**config.mk**
```make
export PLATFORM = sky130hd
export DESIGN_NAME = guide_pulse_mount_backlash
export DESIGN_NICKNAME = d
export VERILOG_FILES = /design/src/sv/gpmb_pkg.sv /design/src/sv/gpmb_scale.sv /design/src/sv/gpmb_track.sv /design/src/sv/guide_pulse_mount_backlash.sv
export SDC_FILE = /design/constraint.sdc
export NUM_CORES = 2
export LEC_CHECK = 0
export BUFFER_PORTS_ARGS = -buffer_cell sky130_fd_sc_hd__buf_2
export CAP_MARGIN = 5
export CORE_MARGIN = 2
export CORE_UTILIZATION = 45
export CTS_CLUSTER_SIZE = 28
export DETAILED_ROUTE_END_ITERATION = 10
export PLACE_DENSITY_LB_ADDON = 0.25
export SLEW_MARGIN = 20
export SYNTH_ARGS = -nofsm -noshare
export SYNTH_HDL_FRONTEND = slang
export SYNTH_SLANG_ARGS = --single-unit
```
**constraint.sdc**
```tcl
create_clock -name clk -period 27.3 [get_ports clk]
set_input_delay 1.365 -clock clk [delete_from_list [all_inputs] [get_ports clk]]
set_output_delay 1.365 -clock clk [all_outputs]
set_load 0.05 [all_outputs]
```
**src/sv/gpmb_pkg.sv**
```systemverilog
package gpmb_pkg;

  localparam int RATE_W   = 16;
  localparam int AMOUNT_W = 22;
  localparam int MS_W     = 16;
  localparam int DIR_W    = 3;
  localparam int DIST_W   = RATE_W + MS_W;
  localparam int OUT_W    = 48;
  localparam int CFG_AW   = 4;
  localparam int CFG_DW   = 32;

  localparam logic [CFG_AW-1:0] CFG_RATE    = 4'd0;
  localparam logic [CFG_AW-1:0] CFG_AMOUNT  = 4'd1;
  localparam logic [CFG_AW-1:0] CFG_WEST    = 4'd2;
  localparam logic [CFG_AW-1:0] CFG_REVERSE = 4'd3;

  localparam logic [RATE_W-1:0]   RATE_RESET   = 16'd229;
  localparam logic [AMOUNT_W-1:0] AMOUNT_RESET = 22'd720896;

  localparam logic [DIR_W-1:0] DIR_NORTH = 3'd0;
  localparam logic [DIR_W-1:0] DIR_SOUTH = 3'd1;
  localparam logic [DIR_W-1:0] DIR_EAST  = 3'd2;
  localparam logic [DIR_W-1:0] DIR_WEST  = 3'd3;

  typedef enum logic [2:0] {
    MV_DEC_UP,
    MV_DEC_DOWN,
    MV_RA_DOWN,
    MV_RA_UP,
    MV_BAD
  } move_t;

  typedef struct packed {
    logic [RATE_W-1:0]   rate;
    logic [AMOUNT_W-1:0] amount;
    logic                west;
    logic                reverse;
  } cfg_t;

  typedef struct packed {
    move_t             mv;
    logic [DIST_W-1:0] move_len;
  } stage_t;

endpackage

```
**src/sv/gpmb_scale.sv**
```systemverilog
module gpmb_scale import gpmb_pkg::*; (
  input  logic             clk,
  input  logic             rst_n,
  input  cfg_t             cfg,
  input  logic             in_valid,
  output logic             in_ready,
  input  logic [DIR_W-1:0] dir,
  input  logic [MS_W-1:0]  pulse_ms,
  output logic             stg_valid,
  output stage_t           stg,
  input  logic             stg_take
);

  logic   valid_r;
  stage_t stage_r;
  stage_t stage_nxt;
  logic   swap;

  assign swap = cfg.west & cfg.reverse;

  always_comb begin
    stage_nxt.move_len = DIST_W'(cfg.rate) * DIST_W'(pulse_ms);
    unique case (dir)
      DIR_NORTH: stage_nxt.mv = swap ? MV_DEC_DOWN : MV_DEC_UP;
      DIR_SOUTH: stage_nxt.mv = swap ? MV_DEC_UP : MV_DEC_DOWN;
      DIR_EAST:  stage_nxt.mv = MV_RA_DOWN;
      DIR_WEST:  stage_nxt.mv = MV_RA_UP;
      default:   stage_nxt.mv = MV_BAD;
    endcase
  end

  assign in_ready  = !valid_r || stg_take;
  assign stg_valid = valid_r;
  assign stg       = stage_r;

  always_ff @(posedge clk) begin
    if (!rst_n) begin
      valid_r <= 1'b0;
    end else if (in_ready) begin
      valid_r <= in_valid;
    end
    if (in_valid && in_ready) begin
      stage_r <= stage_nxt;
    end
  end

endmodule

```
**src/sv/gpmb_track.sv**
```systemverilog
module gpmb_track import gpmb_pkg::*; #(
  parameter int POS_WIDTH = 48
) (
  input  logic                clk,
  input  logic                rst_n,
  input  logic [AMOUNT_W-1:0] amount,
  input  logic                stg_valid,
  input  stage_t              stg,
  output logic                stg_take,
  output logic                out_valid,
  input  logic                out_ready,
  output logic [OUT_W-1:0]    ra_offset,
  output logic [OUT_W-1:0]    dec_offset,
  output logic                bad_direction
);

  localparam int SW = POS_WIDTH + 3;
  localparam logic signed [POS_WIDTH-1:0] POS_MAX = {1'b0, {(POS_WIDTH-1){1'b1}}};
  localparam logic signed [POS_WIDTH-1:0] POS_MIN = {1'b1, {(POS_WIDTH-1){1'b0}}};

  function automatic logic signed [POS_WIDTH-1:0] sat_add(
    input logic signed [POS_WIDTH-1:0] a,
    input logic signed [SW-1:0]        b
  );
    logic signed [SW-1:0] s;
    s = SW'(a) + b;
    if (s > SW'(POS_MAX)) begin
      sat_add = POS_MAX;
    end else if (s < SW'(POS_MIN)) begin
      sat_add = POS_MIN;
    end else begin
      sat_add = $signed(s[POS_WIDTH-1:0]);
    end
  endfunction

  logic signed [POS_WIDTH-1:0] ra_r, idx_r, up_r;
  logic signed [POS_WIDTH-1:0] ra_nxt, idx_nxt, up_nxt;
  logic signed [POS_WIDTH-1:0] idx_up, idx_down, top;
  logic signed [SW-1:0]        dist_s, amount_s;
  logic                        nonzero;
  logic                        out_valid_r;
  logic [OUT_W-1:0]            ra_out_r, dec_out_r;
  logic                        bad_r;
  logic                        load;

  assign dist_s   = $signed({{(SW-DIST_W){1'b0}}, stg.move_len});
  assign amount_s = $signed({{(SW-AMOUNT_W){1'b0}}, amount});
  assign nonzero  = (stg.move_len != '0);
  assign idx_up   = sat_add(idx_r, dist_s);
  assign idx_down = sat_add(idx_r, -dist_s);
  assign top      = sat_add(idx_down, amount_s);

  always_comb begin
    ra_nxt  = ra_r;
    idx_nxt = idx_r;
    up_nxt  = up_r;
    case (stg.mv)
      MV_RA_UP:   ra_nxt = sat_add(ra_r, dist_s);
      MV_RA_DOWN: ra_nxt = sat_add(ra_r, -dist_s);
      MV_DEC_UP: begin
        idx_nxt = idx_up;
        if (nonzero && idx_up > up_r) begin
          up_nxt = idx_up;
        end
      end
      MV_DEC_DOWN: begin
        idx_nxt = idx_down;
        if (nonzero && top < up_r) begin
          up_nxt = top;
        end
      end
      default: ;
    endcase
  end

  assign stg_take = !out_valid_r || out_ready;
  assign load     = stg_valid && stg_take;

  always_ff @(posedge clk) begin
    if (!rst_n) begin
      out_valid_r <= 1'b0;
      ra_r        <= '0;
      idx_r       <= '0;
      up_r        <= POS_WIDTH'(AMOUNT_RESET);
    end else begin
      if (stg_take) begin
        out_valid_r <= stg_valid;
      end
      if (load) begin
        ra_r  <= ra_nxt;
        idx_r <= idx_nxt;
        up_r  <= up_nxt;
      end
    end
    if (load) begin
      ra_out_r  <= OUT_W'(ra_nxt);
      dec_out_r <= OUT_W'(up_nxt);
      bad_r     <= (stg.mv == MV_BAD);
    end
  end

  assign out_valid     = out_valid_r;
  assign ra_offset     = ra_out_r;
  assign dec_offset    = dec_out_r;
  assign bad_direction = bad_r;

endmodule

```
**src/sv/guide_pulse_mount_backlash.sv**
```systemverilog
// channel   direction  request carries
// in_       slave      tuser: direction; tdata: pulse_ms
// out_      master     tdata: ra_offset, dec_offset; tuser: bad_direction
// cfg_      slave      register index and write data, always ready
//
// one request per cycle sustained while the output is not stalled; the scale stage
// forms rate times duration in the multiplier and registers it, the track stage
// then updates the mount state and loads the result register
// synchronous active-low reset clears the handshake state and the mount positions
// a stalled output holds its result while one more request waits in the input stage
module guide_pulse_mount_backlash import gpmb_pkg::*; #(
  parameter int POS_WIDTH = 48
) (
  input  logic              clk,
  input  logic              rst_n,
  input  logic              in_tvalid,
  output logic              in_tready,
  input  logic [15:0]       in_tdata,   // pulse_ms
  input  logic [2:0]        in_tuser,   // direction
  output logic              out_tvalid,
  input  logic              out_tready,
  output logic [95:0]       out_tdata,  // ra_offset, dec_offset
  output logic [0:0]        out_tuser,  // bad_direction
  input  logic              cfg_valid,
  output logic              cfg_ready,
  input  logic [CFG_AW-1:0] cfg_addr,
  input  logic [CFG_DW-1:0] cfg_data
);

  cfg_t             cfg_r;
  logic             stg_valid;
  stage_t           stg;
  logic             stg_take;
  logic [OUT_W-1:0] ra_offset, dec_offset;
  logic             bad_direction;

  assign cfg_ready = 1'b1;

  always_ff @(posedge clk) begin
    if (!rst_n) begin
      cfg_r.rate    <= RATE_RESET;
      cfg_r.amount  <= AMOUNT_RESET;
      cfg_r.west    <= 1'b0;
      cfg_r.reverse <= 1'b1;
    end else if (cfg_valid && cfg_ready) begin
      unique case (cfg_addr)
        CFG_RATE:    cfg_r.rate    <= cfg_data[RATE_W-1:0];
        CFG_AMOUNT:  cfg_r.amount  <= cfg_data[AMOUNT_W-1:0];
        CFG_WEST:    cfg_r.west    <= cfg_data[0];
        CFG_REVERSE: cfg_r.reverse <= cfg_data[0];
        default: ;
      endcase
    end
  end

  gpmb_scale u_scale (
    .clk      (clk),
    .rst_n    (rst_n),
    .cfg      (cfg_r),
    .in_valid (in_tvalid),
    .in_ready (in_tready),
    .dir      (in_tuser),
    .pulse_ms (in_tdata),
    .stg_valid(stg_valid),
    .stg      (stg),
    .stg_take (stg_take)
  );

  gpmb_track #(
    .POS_WIDTH(POS_WIDTH)
  ) u_track (
    .clk          (clk),
    .rst_n        (rst_n),
    .amount       (cfg_r.amount),
    .stg_valid    (stg_valid),
    .stg          (stg),
    .stg_take     (stg_take),
    .out_valid    (out_tvalid),
    .out_ready    (out_tready),
    .ra_offset    (ra_offset),
    .dec_offset   (dec_offset),
    .bad_direction(bad_direction)
  );

  assign out_tdata = {dec_offset, ra_offset};
  assign out_tuser = bad_direction;

  a_bad_flag: assert property (@(posedge clk) disable iff (!rst_n)
    (stg_valid && stg_take && stg.mv == MV_BAD) |=> (out_tvalid && out_tuser[0]))
    else $error("bad direction not flagged");

  a_ra_keeps_dec: assert property (@(posedge clk) disable iff (!rst_n)
    (stg_valid && stg_take && out_tvalid && (stg.mv == MV_RA_UP || stg.mv == MV_RA_DOWN))
    |=> $stable(out_tdata[95:48]))
    else $error("ra move changed dec offset");

  a_full_stall: assert property (@(posedge clk) disable iff (!rst_n)
    (out_tvalid && !out_tready && stg_valid) |-> !in_tready)
    else $error("input accepted while pipeline full");

endmodule

```
# Word level (Yosys, flattened, before mapping)
# Index checks and enable logic that the tools add are counted.
# W data, S select, Z words.
# classes
bitwise_logic	1
n_reduce_logical	18
muxes	18
add_sub_neg	6
eq_ne	10
magnitude_cmp	12
n_mul	1
# ops
cell	n
$mux W48	12
$pmux W48 S2	3
$gt A51 B48 Y1 const B	5
$lt A51 B48 Y1 const B	5
$add A48 B51 Y51	2
$add A48 B33 Y49	2
$neg A32 Y51	1
$add A48 B23 Y49	1
$gt A48 B48 Y1	1
$lt A48 B48 Y1	1
$mul A16 B16 Y32	1
$reduce_bool A32 Y1	1
$eq A3 B2 Y1 const B	4
$pmux W3 S4	1
$reduce_and A2 Y1	5
$eq A4 B2 Y1 const B	2
$eq A3 B1 Y1 const B	2
$logic_not A3 Y1	2
$eq A4 B1 Y1 const B	1
$logic_and A1 B1 Y1	4
$logic_not A4 Y1	1
$eq A3 B3 Y1 const B	1
$logic_not A1 Y1	2
$logic_or A1 B1 Y1	2
other kinds (3)	4
# word_totals
in_bits	60
ff_bits	318
wordCells	80
out_inout_bits	100

# Longest topological paths before layout
# logic_depth
word_depth	13
depth_mapped	63
mapped_depth_nobuf	54

# Cells and area by module
# A second synthesis with hierarchy kept.
# hier_totals
cells_unflattened	4620
hier_area_um2	37395.9
# modules_own_cells
module	cells_per_inst	area_each_um2	seq_area_each_um2	instances
gpmb_track	3403	26001.2	5815.6	1
gpmb_scale	1049	9755.6	1071.0	1
guide_pulse_mount_backlash	168	1639.1	800.8	1

# Worst setup path after synthesis
# No wires, ideal clock.
# synth_timing
kind	register -> register
from	reg u_scale.stage_r (netlist bit u_scale.stg[2])
to	reg u_track.up_r[46]
setup_ns	0.122
n_path_buf	10
required_ns	27.178
period_less_slack_ns	13.415
path_stages_with_launch	60
slack_ns	13.885
arrival_time_ns	13.293
path_cell_list	edfxtp_1 > nor2_1 > nand3_1 > or3_1 > or3_1 > or3_1 > or3_1 > clkbuf_1 > and2_1 > ha_1 > clkbuf_1 > nand4_1 > or3_1 > or3_1 > a211oi_1 > a211oi_1 > o21ai_0 > mux2_2 > [24 not listed] > a21o_1 > a21o_1 > a21o_1 > a21o_1 > a21oi_1 > nor2b_1 > o21ai_0 > nand2b_1 > or3_1 > a221oi_1 > xnor2_1 > o221ai_2 > o31a_1 > buf_2 > o21a_1 > buf_6 > buf_6 > a221o_1
# synth_via
elab_chain_len	13
word_cells_on_any_way	24
classes_between	add/sub: 4; order compare: 8; mux: 9; reduce/logical: 3
# synth_rtl
element	line_no	rtl
from (decl)	gpmb_scale.sv:15	stage_t stage_r;
from (signal assigned)	gpmb_scale.sv:43	stage_r <= stage_nxt;
$neg A32 Y51	gpmb_track.sv:50	assign idx_down = sat_add(idx_r, -dist_s);
$add A48 B51 Y51	gpmb_track.sv:26	s = SW'(a) + b;
$lt A51 B48 Y1	gpmb_track.sv:29	end else if (s < SW'(POS_MIN)) begin
$mux W48	gpmb_track.sv:29	
$mux W48	gpmb_track.sv:27	if (s > SW'(POS_MAX)) begin
$add A48 B23 Y49	gpmb_track.sv:26	
$lt A51 B48 Y1	gpmb_track.sv:29	
$mux W48	gpmb_track.sv:29	
$mux W48	gpmb_track.sv:27	
$lt A48 B48 Y1	gpmb_track.sv:68	if (nonzero && top < up_r) begin
$logic_and A1 B1 Y1	gpmb_track.sv:68	
$mux W48	gpmb_track.sv:68	
$pmux W48 S2 *	gpmb_track.sv:57	case (stg.mv)
to (signal assigned)	gpmb_track.sv:84	up_r <= POS_WIDTH'(AMOUNT_RESET);
to (signal assigned)	gpmb_track.sv:92	up_r <= up_nxt;
to (decl)	gpmb_track.sv:36	logic signed [POS_WIDTH-1:0] ra_r, idx_r, up_r;
# Mark *: on every way between the ends. The rest lies on a longest branch, timed or not.
# A chain may end at the register's enable or synchronous reset.

# Worst setup path in the final report
# layout_timing
from	reg u_scale.stage_r (netlist bit u_scale.stg[2])
to	reg u_track.up_r[37]
# Same word-level chain as after synthesis.

==> results.ini <==
[outcome]
status=completed

[worst_setup_path]
r2r_end=u_track.up_r[37]
rrSetupSlack_ns=11.29
r2r_start=u_scale.stg[2]
path_max_fanout=52
max_stage_delay_ns=0.56
critPathRequiredTime_ns=27.77
r2r_cells=55
critPathKind=reg2reg
setup.worst_path.start_class=register
cp.arrival_ns=16.48
critPathCaptureType=register
crit_path_frequent_cell=or3_1
crit_slowest_cell=or3_1

[floorplan]
top_level_ports=160
start_util_pct=45.5
dieArea_um2=82100
dieWidth_um=287
core-area_um2=79000
fp-row-count=103
die_h_um=287

[timing]
layout_setup_ws_ns=11.29
finalHoldViolations=0
drv_slew=0
finalCritPeriodShare_pct=58.7
rsz0062_at_grt=no
min_period_ns=16.01
finalSetupViolCount=0
max_freq_mhz=62.4
skew_ns=0.0570
worstMarginPinSlew_ns=1.09
slew_headroom_pct=26.3
tns_ns=0

[pwr]
pwr-share-comb_pct=57.6
sw_frac_of_total_pct=46.1
leakagePower_nw=17.8
power.switching_w=0.00129
p_int_w=0.00150
ir_drop_mv=0.0446
pwr-share-seq_pct=22.8
p_clk_share_pct=19.6
total_power_w=0.00279
p_per_area_nw_per_um2=71.5

[synth]
synth_compound_area_share_pct=24.6
ys_seq_area_share_pct=21.4
yosys_warnings=0
synth-edff-count=132
synthAdderAreaFrac_pct=24.5
synth_area_um2=35900
muxShareOfSynthArea_pct=0.289
synth_top_family_by_area=compound AO/OA/AOI/OAI gates
syn-num-nets=4992
synthXorXnorAreaFrac_pct=5.88
synthArstFlopShare_pct=0
synthCells=4349
postSynthAreaPerCell_um2=8.26
ys_types=90
synthSimpleGateAreaFrac_pct=17.1
ys_ff_latch=318
synth_ff_type=dfxtp_1

[cts]
hold_buffers=0
clk_pin_slew_ns=0.06
clock_latency_ns=0.60
cts_tree=yes
post_cts_resized=0
cts_setup_buffers=0
numCtsBuffers=40
h-tree-depth=2
cts_root_buf=clkbuf_16
cts.sinks=318
clock_path_buffers=3

[grt]
grt_usage_pct=27.3
grt-ovfl-total=0
antenna_found_initial=2
grt_max_degree=84
grt_pass1_vias=31300
grt_pass1_wl_um=177000

[routing]
num_vias=32500
drt_iter0_markers=2601
drc=0
wl_um=114000
postRouteAntennaNets=0
viasPerCell=5.93
wl_per_cell_um=20.8
dr.pass1.iters=6

[final_layout]
drive_gt1_share_pct=7.79
post-route-util_pct=49.4
antenna_cells=0
layout.nets=5043
syn_to_final_growth_pct=8.56

[placed_design]
place_hpwl_um=86700
gp_congestion=0.939
port_buffers=148
place_ws_ns=11.61

[worst_hold_path]
hold_path_class=reg2reg
hold_path_depth=2
hold_start=cfg_r[11]
min_to=cfg_r[11]

[run]
cap_violations=0

sequential cells by signal, indices dropped and copies added (netlist names):
name / flops
u_track.dec_offset: 48
u_track.idx_r: 48
u_track.ra_offset: 48
u_track.ra_r: 48
u_track.up_r: 48
cfg_r: 40
u_scale.stg: 35
u_scale.stg_valid: 1
u_track.bad_direction: 1
u_track.out_valid: 1
layout make-up:
cell class                      count  area (um2)
Tap cell                         1050        1310
Sequential cell                   318        7690
Fill cell                        7753       40000
Inverter                          387        1460
Clock inverter                     21         246
Timing Repair Buffer              208        1190
Multi-Input combinational cell   3445       26000
Clock buffer                       52        1080
layout by cell type (no fill, tap or decap), types with 76 or more instances in the layout:
cell type  instances
dfxtp_1          186
nand3_1           81
inv_1            385
xnor2_1          161
xor2_1            77
and2_1           136
a21oi_1          342
ha_1             384
nand2_1          471
o21ai_0          277
edfxtp_1         132
fa_1             199
nor2_1           227
buf_2            147
a21o_1           164
nor2b_1           76
power by group through the flow:
| stage | registers [W] | clock network [W] | logic, W |
|---|---|---|---|
| 2_1_floorplan | 0.000655 | 0 | 0.00115 |
| 3_3_place_gp | 0.000643 | 0 | 0.00157 |
| 3_5_place_dp | 0.000644 | 0 | 0.00158 |
| 4_1_cts | 0.000634 | 0.000557 | 0.00159 |
| 5_1_grt | 0.000638 | 0.000575 | 0.00179 |
| 6_report | 0.000635 | 0.000546 | 0.00161 |
cells by family after synthesis:
logic type | Yosys count
AOI/OAI and AO/OA | 1331
and+or+nand+nor | 1281
buffers and inverters | 586
adders and majority gates | 583
DFF | 318
xor gates and xnor gates | 239
muxes | 10
other | 1
cells in the mapped netlist, types with 15 or more instances:
library cell	count	share of area (%)
o21a_1	41	0.86
a31oi_1	44	0.77
nor4_1	16	0.28
a221oi_1	40	0.98
xnor2_1	161	3.9
edfxtp_1	132	11
xor2_1	77	1.9
dfxtp_1	186	10
a21oi_1	342	4.8
and2_1	136	2.4
o21ba_2	29	0.81
a22oi_1	50	1.0
o21bai_1	29	0.61
nand2_1	473	4.9
clkbuf_1	169	1.8
a211oi_1	32	0.67
fa_1	199	11
ha_1	384	13
a21o_1	164	3.4
a22o_1	23	0.56
inv_1	386	4.0
o211ai_1	30	0.63
nor3_1	63	0.88
nor2b_1	76	1.3
nand3_1	82	1.1
nor2_1	228	2.4
and3_1	28	0.49
or3_1	42	0.73
o31ai_1	15	0.31
or4_1	15	0.31
o21ai_0	278	3.9
nand4_1	48	0.84
nand2b_1	37	0.64
a221o_1	43	1.2
a21boi_0	50	1.0
worst max-delay path: cells and delay by family (launching register included):
family	cells	cell delay, ns
DFF	1	0.54
xor gates and xnor gates	2	0.33
muxes	2	0.65
buffers and inverters	5	1.46
AOI/OAI and AO/OA	25	6.66
and+or+nand+nor	18	5.11
adders and majority gates	3	1.08
worst max path at each step:
stage,start,end,slack [ns],cells past startpoint
5_1_grt,u_scale.stg[2],u_track.up_r[33],10.26,55
3_5_place_dp,u_scale.stg[2],u_track.up_r[22],11.61,55
2_1_floorplan,u_scale.stg[2],u_track.up_r[46],13.88,59
3_3_place_gp,u_scale.stg[2],u_track.up_r[8],11.72,55
4_1_cts,u_scale.stg[2],u_track.up_r[22],11.54,55
6_report,u_scale.stg[2],u_track.up_r[37],11.29,55
per-stage QoR:
stage	cells	cell area (um2)	hold WS, ns
2_1_floorplan	4349	35900	0.444
3_3_place_gp	5408	37700	0.456
4_1_cts	5481	39000	0.477
3_5_place_dp	5408	37700	0.466
6_report	5481	39000	0.473
5_1_grt	5481	39000	0.510
per-layer routing:
layer  track usage (%)  share of wire [%]  up-vias
li1                  -                  -    15600
met1              35.2                 42    15500
met2              46.1                 47     1117
met3              2.61                5.9      251
met4              12.4                4.8        0
met5                 0                  0        -
Note: power is estimated with default switching activity, not from simulation.
